`src/hdl/average_pooling_window_defines.svh`:
```
// assertion macros shared by the average pooling window rtl
// no dependencies; included by files that carry concurrent assertions
`ifndef AVERAGE_POOLING_WINDOW_DEFINES_SVH
`define AVERAGE_POOLING_WINDOW_DEFINES_SVH

`ifndef SYNTHESIS
`define APW_ASSERT_IMP(label, clk, rst_n, ante, cons) \
    label: assert property (@(posedge clk) disable iff (!(rst_n)) (ante) |-> (cons)) \
        else $error("apw assertion failed");
`define APW_ASSERT_NXT(label, clk, rst_n, ante, cons) \
    label: assert property (@(posedge clk) disable iff (!(rst_n)) (ante) |=> (cons)) \
        else $error("apw assertion failed");
`else
`define APW_ASSERT_IMP(label, clk, rst_n, ante, cons)
`define APW_ASSERT_NXT(label, clk, rst_n, ante, cons)
`endif

`endif

```
`src/hdl/apw_pkg.sv`:
```
// shared constants, types and helpers of the average pooling window
// no dependencies
package apw_pkg;

    localparam int PIXEL_BITS  = 16;
    localparam int MAX_HEIGHT  = 256;
    localparam int MAX_POOL    = 5;
    localparam int MAX_WIDTH   = 4096;

    localparam int ROW_BITS    = $clog2(MAX_HEIGHT);
    localparam int COL_BITS    = $clog2(MAX_WIDTH);
    localparam int SLOT_BITS   = $clog2(MAX_POOL);

    localparam int POOL_BITS   = 3;
    localparam int STRIDE_BITS = 4;
    localparam int WREG_BITS   = 13;
    localparam int HREG_BITS   = 9;

    localparam int CFG_DATA_BITS = 13;
    localparam int CFG_IDX_BITS  = 2;

    localparam logic [CFG_IDX_BITS-1:0] CFG_POOL_SIZE = 2'd0;
    localparam logic [CFG_IDX_BITS-1:0] CFG_STRIDE    = 2'd1;
    localparam logic [CFG_IDX_BITS-1:0] CFG_IN_WIDTH  = 2'd2;
    localparam logic [CFG_IDX_BITS-1:0] CFG_IN_HEIGHT = 2'd3;

    localparam int DIV_BITS  = $clog2(MAX_POOL * MAX_POOL + 1);
    localparam int SUM_BITS  = PIXEL_BITS + $clog2(MAX_POOL * MAX_POOL);
    localparam int CNT_BITS  = $clog2(SUM_BITS);

    localparam int STORE_DEPTH     = MAX_POOL * MAX_HEIGHT;
    localparam int STORE_ADDR_BITS = $clog2(STORE_DEPTH);

    typedef struct packed {
        logic                start;
        logic [SUM_BITS-1:0] dividend;
        logic [DIV_BITS-1:0] divisor;
    } t_div_req;

    typedef struct packed {
        logic                done;
        logic [SUM_BITS-1:0] quotient;
        logic [DIV_BITS-1:0] remainder;
    } t_div_rsp;

    function automatic logic [DIV_BITS-1:0] pool_divisor(input logic [POOL_BITS-1:0] k);
        logic [DIV_BITS-1:0] kw;
        kw = DIV_BITS'(k);
        return kw * kw;
    endfunction

    function automatic logic [STORE_ADDR_BITS-1:0] store_addr(
        input logic [SLOT_BITS-1:0] slot,
        input logic [ROW_BITS-1:0]  row
    );
        return STORE_ADDR_BITS'(slot) * STORE_ADDR_BITS'(MAX_HEIGHT)
             + STORE_ADDR_BITS'(row);
    endfunction

endpackage

```
`src/hdl/apw_divider.sv`:
```
// restoring divider, one quotient bit per cycle, for window sum by pool area
// depends on apw_pkg
module apw_divider (
    input  logic              i_clk,
    input  logic              i_rst_n,
    input  apw_pkg::t_div_req i_req,
    output apw_pkg::t_div_rsp o_rsp
);

    logic                             r_busy;
    logic                             r_done;
    logic [apw_pkg::CNT_BITS-1:0]     r_cnt;
    logic [apw_pkg::SUM_BITS-1:0]     r_quo;
    logic [apw_pkg::DIV_BITS-1:0]     r_rem;
    logic [apw_pkg::DIV_BITS-1:0]     r_div;

    logic [apw_pkg::DIV_BITS:0]       trial;
    logic                             trial_ge;
    logic [apw_pkg::DIV_BITS:0]       trial_sub;
    logic [apw_pkg::DIV_BITS-1:0]     n_rem;
    logic                             last_step;

    always_comb begin
        trial     = {r_rem, r_quo[apw_pkg::SUM_BITS-1]};
        trial_ge  = trial >= {1'b0, r_div};
        trial_sub = trial - {1'b0, r_div};
        n_rem     = trial_ge ? trial_sub[apw_pkg::DIV_BITS-1:0]
                             : trial[apw_pkg::DIV_BITS-1:0];
        last_step = r_cnt == apw_pkg::CNT_BITS'(apw_pkg::SUM_BITS - 1);
    end

    always_ff @(posedge i_clk) begin
        if (!i_rst_n) begin
            r_busy <= 1'b0;
            r_done <= 1'b0;
            r_cnt  <= '0;
        end else begin
            r_done <= 1'b0;
            if (i_req.start) begin
                r_busy <= 1'b1;
                r_cnt  <= '0;
            end else if (r_busy) begin
                r_cnt <= r_cnt + 1'b1;
                if (last_step) begin
                    r_busy <= 1'b0;
                    r_done <= 1'b1;
                end
            end
        end
    end

    always_ff @(posedge i_clk) begin
        if (i_req.start) begin
            r_quo <= i_req.dividend;
            r_rem <= '0;
            r_div <= i_req.divisor;
        end else if (r_busy) begin
            r_quo <= {r_quo[apw_pkg::SUM_BITS-2:0], trial_ge};
            r_rem <= n_rem;
        end
    end

    assign o_rsp.done      = r_done;
    assign o_rsp.quotient  = r_quo;
    assign o_rsp.remainder = r_rem;

endmodule

```
`config.mk`:
```
export PLATFORM = sky130hd
export DESIGN_NAME = apw_divider
export DESIGN_NICKNAME = d
export VERILOG_FILES = /design/src/hdl/average_pooling_window_defines.svh /design/src/hdl/apw_pkg.sv /design/src/hdl/apw_divider.sv
export SDC_FILE = /design/constraint.sdc
export NUM_CORES = 1
export LEC_CHECK = 0
export BUFFER_PORTS_ARGS = -buffer_cell sky130_fd_sc_hd__buf_2
export CORE_MARGIN = 8
export CORE_UTILIZATION = 50
export DETAILED_ROUTE_END_ITERATION = 10
export PLACE_DENSITY = 0.79
export SYNTH_ARGS = -nofsm -noshare
export SYNTH_HDL_FRONTEND = slang
export SYNTH_SLANG_ARGS = --single-unit
```
`constraint.sdc`:
```
create_clock -name i_clk -period 2.61 [get_ports i_clk]
set_clock_uncertainty 0.05 [all_clocks]
set_input_delay 0.3915 -clock i_clk [delete_from_list [all_inputs] [get_ports i_clk]]
set_output_delay 0.3915 -clock i_clk [all_outputs]
set_load 0.005 [all_outputs]
```
# Word-level counts from Yosys, hierarchy flattened
# Index checks and enable logic that the tools add are counted.
# word_totals
inputBits	29
regBits	38
output_inout_bits	27
wordCells	22
# classes
n_reduce_logical	3
magnitude_cmp	1
addsub	2
n_bitwise	2
eq_ne	1
muxes	7
# op_table
cell	count
two-way mux 21 bit	2
greater-or-equal comparator 6 x 5 -> 1 bit	1
adder 5 x 1 -> 5 bit (second input constant)	1
== test 5 bit (second input constant)	1
two-way mux 5 bit	1
subtractor 5 bit	1
two-way mux 1 bit	4
OR reduction 3 bit	1
inverter 1 bit	2
nonzero test 2 bit	1
OR reduction 2 bit	1

# Longest topological paths before layout
# Gate-level depths: netlist of the first run.
# logic_depth
depth_word	4
depth_mapped	8
depth_no_buf	8

# Least setup slack after synthesis of the first run
# No wires, ideal clock.
# synth_timing
kind	register -> register
startpoint	register r_quo[20] (netlist bit)
endpoint	register r_quo[0] (netlist bit), data pin
setup_ps	260
arrival_time_ps	1979
synth_period_minus_slack_ps	2289
path_buffers	0
path_stages_with_launch	9
required_time_ps	2300
path_slack_ps	321
cell_sequence	edfxtp_1 > inv_1 > ha_1 > inv_1 > fa_1 > a21o_1 > o211a_4 > or2_4 > mux2_2
# synth_between
elab_chain_cells	3
# synth_rtl
element	line	rtl
from (decl)	apw_divider.sv:13	logic [apw_pkg::SUM_BITS-1:0] r_quo;
from (signal assigned)	apw_divider.sv:54	r_quo <= i_req.dividend;
from (signal assigned)	apw_divider.sv:58	r_quo <= {r_quo[apw_pkg::SUM_BITS-2:0], trial_ge};
greater-or-equal comparator 6 x 5 -> 1 bit	apw_divider.sv:25	trial_ge = trial >= {1'b0, r_div};
two-way mux 21 bit	apw_divider.sv:57	end else if (r_busy) begin
two-way mux 21 bit	apw_divider.sv:53	if (i_req.start) begin
# Every way passes these cells. The select of a mux whose other input is x is not followed.
# A chain may end at the register's enable or synchronous reset.

# Final worst setup path of the first run
# Same ends and word-level chain as after synthesis.

==> results.tsv, run 1 <==
stage	metric	value	unit
sta	finalSetupViolCount	0	
global_route	grt_max_degree	24	
worst_setup_path	end_kind	register	
yosys	synth_cell_type_count	35	
clock_tree	cts_tree	yes	
worst_setup_path	crit_start	r_quo[20]$_DFFE_PP_	
cells_and_area	syn2layout_area_growth	20.8	%
worst_setup_path	crit_path_top_delay_cell	edfxtp_1	
worst_setup_path	arrival	2.44	ns
power_and_ir_drop	share_comb_of_total_power	0.193	
routing	routed_wl	3660	um
sta	grt_setup_unrepaired	no	
hold_path	min_path_type	in2reg	
routing	vias_per_cell	5.11	
power_and_ir_drop	vdd_drop_max	333	uV
worst_setup_path	r2r_slack	0.21	ns
global_route	antenna_found_initial	0	
clock_tree	cts_hold_buf	0	
sta	tns	0	ns
clock_tree	path_clk_slew	0.10	ns
die	num_io_pins	56	
worst_setup_path	crit_fanout	6	
clock_tree	clock_latency	0.33	ns
clock_tree	cts.sinks	38	
power_and_ir_drop	switching_share	0.260	
placed_design	dpl.hpwl	2840	um
sta	slew_headroom	0.675	
worst_setup_path	critical_path.endpoint	r_quo[0]$_DFFE_PP_	
routing	via_count	1231	
placed_design	dp_cells	234	
global_route	grt_pass1_wl	6070	um
yosys	synthCells	136	
worst_setup_path	crit_top_cell	inv_1	
worst_setup_path	worstReg2RegEnd	r_quo[0]$_DFFE_PP_	
yosys	synth.top_cell.area_share	0.441	
sta	fin_crit	2.40	ns
routing	drc	0	
die	die_h	75.5	um
sta	timing.fmax	0.416	GHz
routing	wl_per_cell	15.2	um
clock_tree	post_cts_resized	0	
cells_and_area	fillers	298	
die	coreArea	3360	um2
worst_setup_path	crit_path_start_kind	register	
global_route	grt_overflow	0	
routing	drt_iter0_drc	58	
power_and_ir_drop	pwr-share-seq	0.586	
worst_setup_path	slowest_delay	0.42	ns
worst_setup_path	r2r_start	r_quo[20]$_DFFE_PP_	
yosys	ys_seq_area_frac	0.576	
placed_design	gp_congestion	0.829	
sta	finalHoldViolCount	0	
power_and_ir_drop	leakage	0.943	nW
power_and_ir_drop	switchingPower	0.000329	W
run	cap_violations	0	
clock_tree	max-clock-path-buffers	2	
die	num_rows	21	
yosys	syn-cell-area	1770	um2
cells_and_area	final_layout_size_suffix_gt1_frac	0.446	
clock_tree	post_cts_buffers	0	
yosys	synth.avg_cell_area	13.0	um2
clock_tree	h-tree-depth	2	
worst_setup_path	path_cells	inv_1 > ha_1 > inv_1 > fa_1 > a21o_1 > o211a_4 > or2_4 > mux2_2	
clock_tree	cts_buffers	5	
worst_setup_path	ff2ff_path_depth	8	
yosys	synth_warnings	0	
outcome	status	complete, no violations	
routing	antenna_left	0	
routing	firstDrtPassIters	4	
die	start_util	0.527	
cells_and_area	fin_cells	241	
yosys	synth_seq_cells	38	
global_route	track_usage	0.142	
die	dieArea	5700	um2
worst_setup_path	crit_required	2.64	ns
worst_setup_path	critPathKind	reg2reg	
cells_and_area	layout.nets	232	
die	die_x	75.5	um
power_and_ir_drop	cellInternalPower	0.000935	W
yosys	synth_largest_area_cell	edfxtp_1	
yosys	synth.top_cells.by_area	edfxtp_1, dfxtp_1, mux2_2	
global_route	grt_pass1_vias	1334	
placed_design	numPortBuffers	55	
clock_tree	cts_root_buffer	clkbuf_4	
sta	finalCritPeriodShare	0.921	
power_and_ir_drop	p_clk_frac	0.221	
cells_and_area	diodes	0	
sta	final_max_slew_viol_count	0	
yosys	synth_nets	173	
sta	worst_pin_slew	0.487	ns
power_and_ir_drop	p_per_area	590	nW/um2
-- power by group through the flow --
stage | Combinational, W | Sequential (W) | Clock (W)
floorplan | 0.000145 | 0.000752 | 0
global placement | 0.000238 | 0.000752 | 0
detailed placement | 0.000246 | 0.000754 | 0
CTS | 0.000248 | 0.000741 | 0.000289
global route | 0.000271 | 0.000749 | 0.000316
finish | 0.000244 | 0.000741 | 0.000279
-- Yosys cell counts --
cell type,instances
nor2b_1,1
dfxtp_1,12
inv_1,11
nor3_1,1
and3_1,1
o211ai_1,1
nor2_1,12
a21o_1,1
a32o_1,1
buf_4,1
a21oi_1,3
fa_1,1
nand4_1,2
ha_1,7
mux2_2,21
buf_1,3
o211a_4,1
edfxtp_1,26
nand4b_1,1
xnor2_1,1
xor2_1,5
buf_2,1
o311a_1,1
a31o_2,1
o41ai_1,1
o21ai_0,2
nand2_1,7
o311ai_2,1
nand3_1,2
or3_1,1
mux2i_1,2
a311oi_1,1
nor4_1,1
or2_4,1
nand3b_1,1
-- sequential cells by signal (all words and copies together), names as in the netlist --
name    count
r_quo      21
r_cnt       5
r_div       5
r_rem       5
r_busy      1
r_done      1
-- worst min path at each step --
| stage | from | slack [ns] | to | cells past startpoint |
|---|---|---|---|---|
| finish | i_req[4] | 0.19 | r_div[4]$_DFFE_PP_ | 1 |
| global route | i_req[2] | 0.16 | r_div[2]$_DFFE_PP_ | 1 |
| CTS | i_req[4] | 0.17 | r_div[4]$_DFFE_PP_ | 1 |
| detailed placement | r_rem[4]$_SDFFE_PP0P_ | 0.44 | r_rem[4]$_SDFFE_PP0P_ | 1 |
| global placement | r_rem[4]$_SDFFE_PP0P_ | 0.43 | r_rem[4]$_SDFFE_PP0P_ | 1 |
| floorplan | r_cnt[4]$_SDFFE_PP0P_ | 0.43 | r_cnt[4]$_SDFFE_PP0P_ | 2 |
-- cell type report --
cell class	count	area, um2	area share
Sequential cell	38	1020	0.477
Timing Repair Buffer	57	290	0.136
Clock buffer	7	45.0	0.0210
Multi-Input combinational cell	82	686	0.320
Tap cell	46	57.6	0.0269
Inverter	11	41.3	0.0193
-- per-layer routing --
metal | up-vias | wire length [um] | track usage
li1 | 611 | - | -
met1 | 585 | 1510 | 0.161
met2 | 30 | 1920 | 0.242
met3 | 5 | 186 | 0.0447
met4 | 0 | 41 | 0.0533
met5 | - | 0 | 0
-- kinds of logic after synthesis --
logic type | count (synthesis) | share of synthesized area
DFF | 38 | 0.576
and+or+nand+nor | 31 | 0.0840
muxes | 23 | 0.145
buffers and inverters | 16 | 0.0367
AOI/OAI and AO/OA | 14 | 0.0678
adders and majority gates | 8 | 0.0607
xor gates and xnor gates | 6 | 0.0297
-- placed cells by master, fill, tap and decap left out, drive strengths merged, types with 2 or more instances in the layout --
cell,Yosys,layout
inv,11,11
mux2i,2,2
nand2,7,7
nand4,2,2
xor2,5,5
a21oi,3,3
buf,5,57
mux2,21,21
nand3,2,2
nor2,12,12
edfxtp,26,26
dfxtp,12,12
clkbuf,0,7
ha,7,7
o21ai,2,2
-- critical path: cells and delay by family, from the launching register on --
kind	cells	cell delay, ns
compound gates	2	0.45
flops	1	0.42
mux	1	0.27
buf+inv	2	0.13
fa+ha+maj	2	0.57
simple gates	1	0.28
-- metrics by stage --
step / cell area [um2] / worst slack, ns / util / hold slack, ns / total power [W]
after detailed placement: 2100 / 0.222 / 0.623 / 0.442 / 0.00100
final: 2140 / 0.205 / 0.637 / 0.190 / 0.00126
after CTS: 2140 / 0.199 / 0.637 / 0.170 / 0.00128
after global placement: 2100 / 0.289 / 0.623 / 0.429 / 0.000990
after global routing: 2140 / 0.120 / 0.637 / 0.162 / 0.00134
after floorplan: 1770 / 0.321 / - / 0.429 / 0.000897
Note: power is estimated with default switching activity, not from simulation.
==> run 2, diff against run 1 <==
CORE_ASPECT_RATIO = 1.25   (was default)
PLACE_DENSITY = default   (was 0.79)
PLACE_DENSITY_LB_ADDON = 0.2   (was default)
clock period = 2.55 ns   (was 2.61 ns; I/O delays follow)
==> run 2 against run 1 <==
Compared with the run above: cell area grew 2.9%; die area grew 0.21%; largest cell class unchanged; sequential cell count did not move.
==> results.tsv, run 2 (same netlist as run 1, synthesis figures left out) <==
stage	metric	value	unit
worst_setup_path	ff2ff_path_depth	8	
sta	tns	0	ns
clock_tree	cts_hold_buf	0	
global_route	grt_pass1_vias	1361	
sta	fin_crit	2.45	ns
cells_and_area	final_layout_size_suffix_gt1_frac	0.462	
cells_and_area	fin_cells	236	
global_route	grt_overflow	0	
hold_path	holdPathEnd	r_div[1]$_DFFE_PP_	
clock_tree	cts_tree	yes	
global_route	track_usage	0.141	
worst_setup_path	critPathKind	reg2reg	
die	dieArea	5720	um2
cells_and_area	mostFrequentLayoutCells	buf_2, edfxtp_1, mux2_2	
die	die_h	82.6	um
routing	via_count	1271	
sta	setup_ws	0.0994	ns
hold_path	hold_start	i_req[1]	
sta	finalHoldViolCount	0	
die	num_io_pins	56	
worst_setup_path	worstReg2RegEnd	r_quo[0]$_DFFE_PP_	
power_and_ir_drop	p_per_area	686	nW/um2
worst_setup_path	r2r_start	r_quo[20]$_DFFE_PP_	
sta	finalSetupViolCount	0	
sta	grt_setup_unrepaired	no	
die	start_util	0.513	
worst_setup_path	crit_path_start_kind	register	
worst_setup_path	r2r_slack	0.1	ns
clock_tree	post_cts_buffers	0	
clock_tree	post_cts_resized	0	
global_route	antenna_found_initial	0	
cells_and_area	final_common_cell	buf_2	
sta	timing.fmax	0.408	GHz
power_and_ir_drop	leakage	0.980	nW
clock_tree	cts_root_buffer	clkbuf_8	
worst_setup_path	arrival	2.45	ns
cells_and_area	top_register	r_quo	
global_route	grt_pass1_wl	6440	um
sta	slew_headroom	0.688	
cells_and_area	diodes	0	
outcome	status	complete, no violations	
routing	wl_per_cell	16.6	um
sta	final_max_slew_viol_count	0	
die	die_x	69.2	um
worst_setup_path	crit_top_cell	inv_1	
cells_and_area	fin_util	0.638	
worst_setup_path	crit_path_top_delay_cell	edfxtp_1	
hold_path	hold_depth	1	
cells_and_area	layout.nets	233	
clock_tree	clock_latency	0.29	ns
clock_tree	h-tree-depth	2	
worst_setup_path	crit_fanout	6	
placed_design	numPortBuffers	55	
placed_design	dp_slack	0.109	ns
routing	vias_per_cell	5.39	
routing	antenna_left	0	
worst_setup_path	crit_required	2.55	ns
placed_design	dpl.hpwl	3050	um
hold_path	min_path_type	in2reg	
die	coreArea	3450	um2
clock_tree	cts.sinks	38	
sta	finalCritPeriodShare	0.961	
clock_tree	path_clk_slew	0.07	ns
routing	drc	0	
clock_tree	max-clock-path-buffers	2	
sta	worst_pin_slew	0.467	ns
routing	drt_iter0_drc	59	
clock_tree	cts_buffers	5	
run	cap_violations	0	
placed_design	dp_cells	228	
worst_setup_path	path_cells	inv_1 > ha_1 > inv_1 > fa_1 > a21o_1 > o211a_4 > or2_4 > mux2_2	
power_and_ir_drop	vdd_drop_max	521	uV
cells_and_area	largest_reg_flops	21	
worst_setup_path	end_kind	register	
cells_and_area	syn2layout_area_growth	24.4	%
routing	firstDrtPassIters	4	
die	num_rows	24	
worst_setup_path	slowest_delay	0.43	ns
power_and_ir_drop	total_power	0.00151	W
placed_design	gp_congestion	0.836	
global_route	grt_max_degree	20	
routing	routed_wl	3930	um
-- run 2: how the worst max path moves through the flow --
stage,from,end,slack (ns),depth (start not counted)
final,r_quo[20]$_DFFE_PP_,r_quo[0]$_DFFE_PP_,0.1,8
after detailed placement,r_quo[20]$_DFFE_PP_,r_quo[0]$_DFFE_PP_,0.11,8
after CTS,r_quo[20]$_DFFE_PP_,r_quo[0]$_DFFE_PP_,0.11,8
after global placement,r_quo[20]$_DFFE_PP_,r_quo[0]$_DFFE_PP_,0.24,8
after global routing,r_quo[20]$_DFFE_PP_,r_quo[0]$_DFFE_PP_,0.03,8
after floorplan,r_quo[20]$_DFFE_PP_,r_quo[0]$_DFFE_PP_,0.26,8
-- run 2: worst max-delay path, delay by kind of cell (launching register included) --
family / cells / cell delay, ns
buffers and inverters: 2 / 0.16
multiplexers: 1 / 0.26
adder cells (fa/ha/maj): 2 / 0.57
flip-flops: 1 / 0.43
AND/OR/NAND/NOR: 1 / 0.28
AO/OA/AOI/OAI: 2 / 0.46
-- run 2: through the flow --
| step | hold WS [ns] | cell area [um2] |
|---|---|---|
| after floorplan | 0.429 | 1770 |
| after global placement | 0.444 | 2090 |
| after detailed placement | 0.442 | 2090 |
| after CTS | 0.205 | 2200 |
| after global routing | 0.203 | 2200 |
| final | 0.217 | 2200 |
-- run 2: metal layers --
metal | routed length (um) | up-vias | GRT usage
met1 | 1480 | 598 | 0.141
met3 | 286 | 10 | 0.0573
met2 | 2090 | 51 | 0.250
li1 | - | 612 | -
met4 | 76 | 0 | 0.0739
met5 | 0 | - | 0
-- run 2: layout make-up --
class                   count  area, um2
repair buffers             58        298
well taps                  39       48.8
flip-flops and latches     38       1020
multi-input cells          82        686
clock buffers               5       68.8
inverters                  11       41.3
fillers                   287       1250
clock inverters             3       40.0
-- run 2: report_power, final --
group	switching [W]	leakage, nW	internal [W]	total (W)
Combinational	0.000124	0.564	0.000130	0.000255
Sequential	0.0000360	0.358	0.000724	0.000760
Clock	0.000208	0.0579	0.000288	0.000496
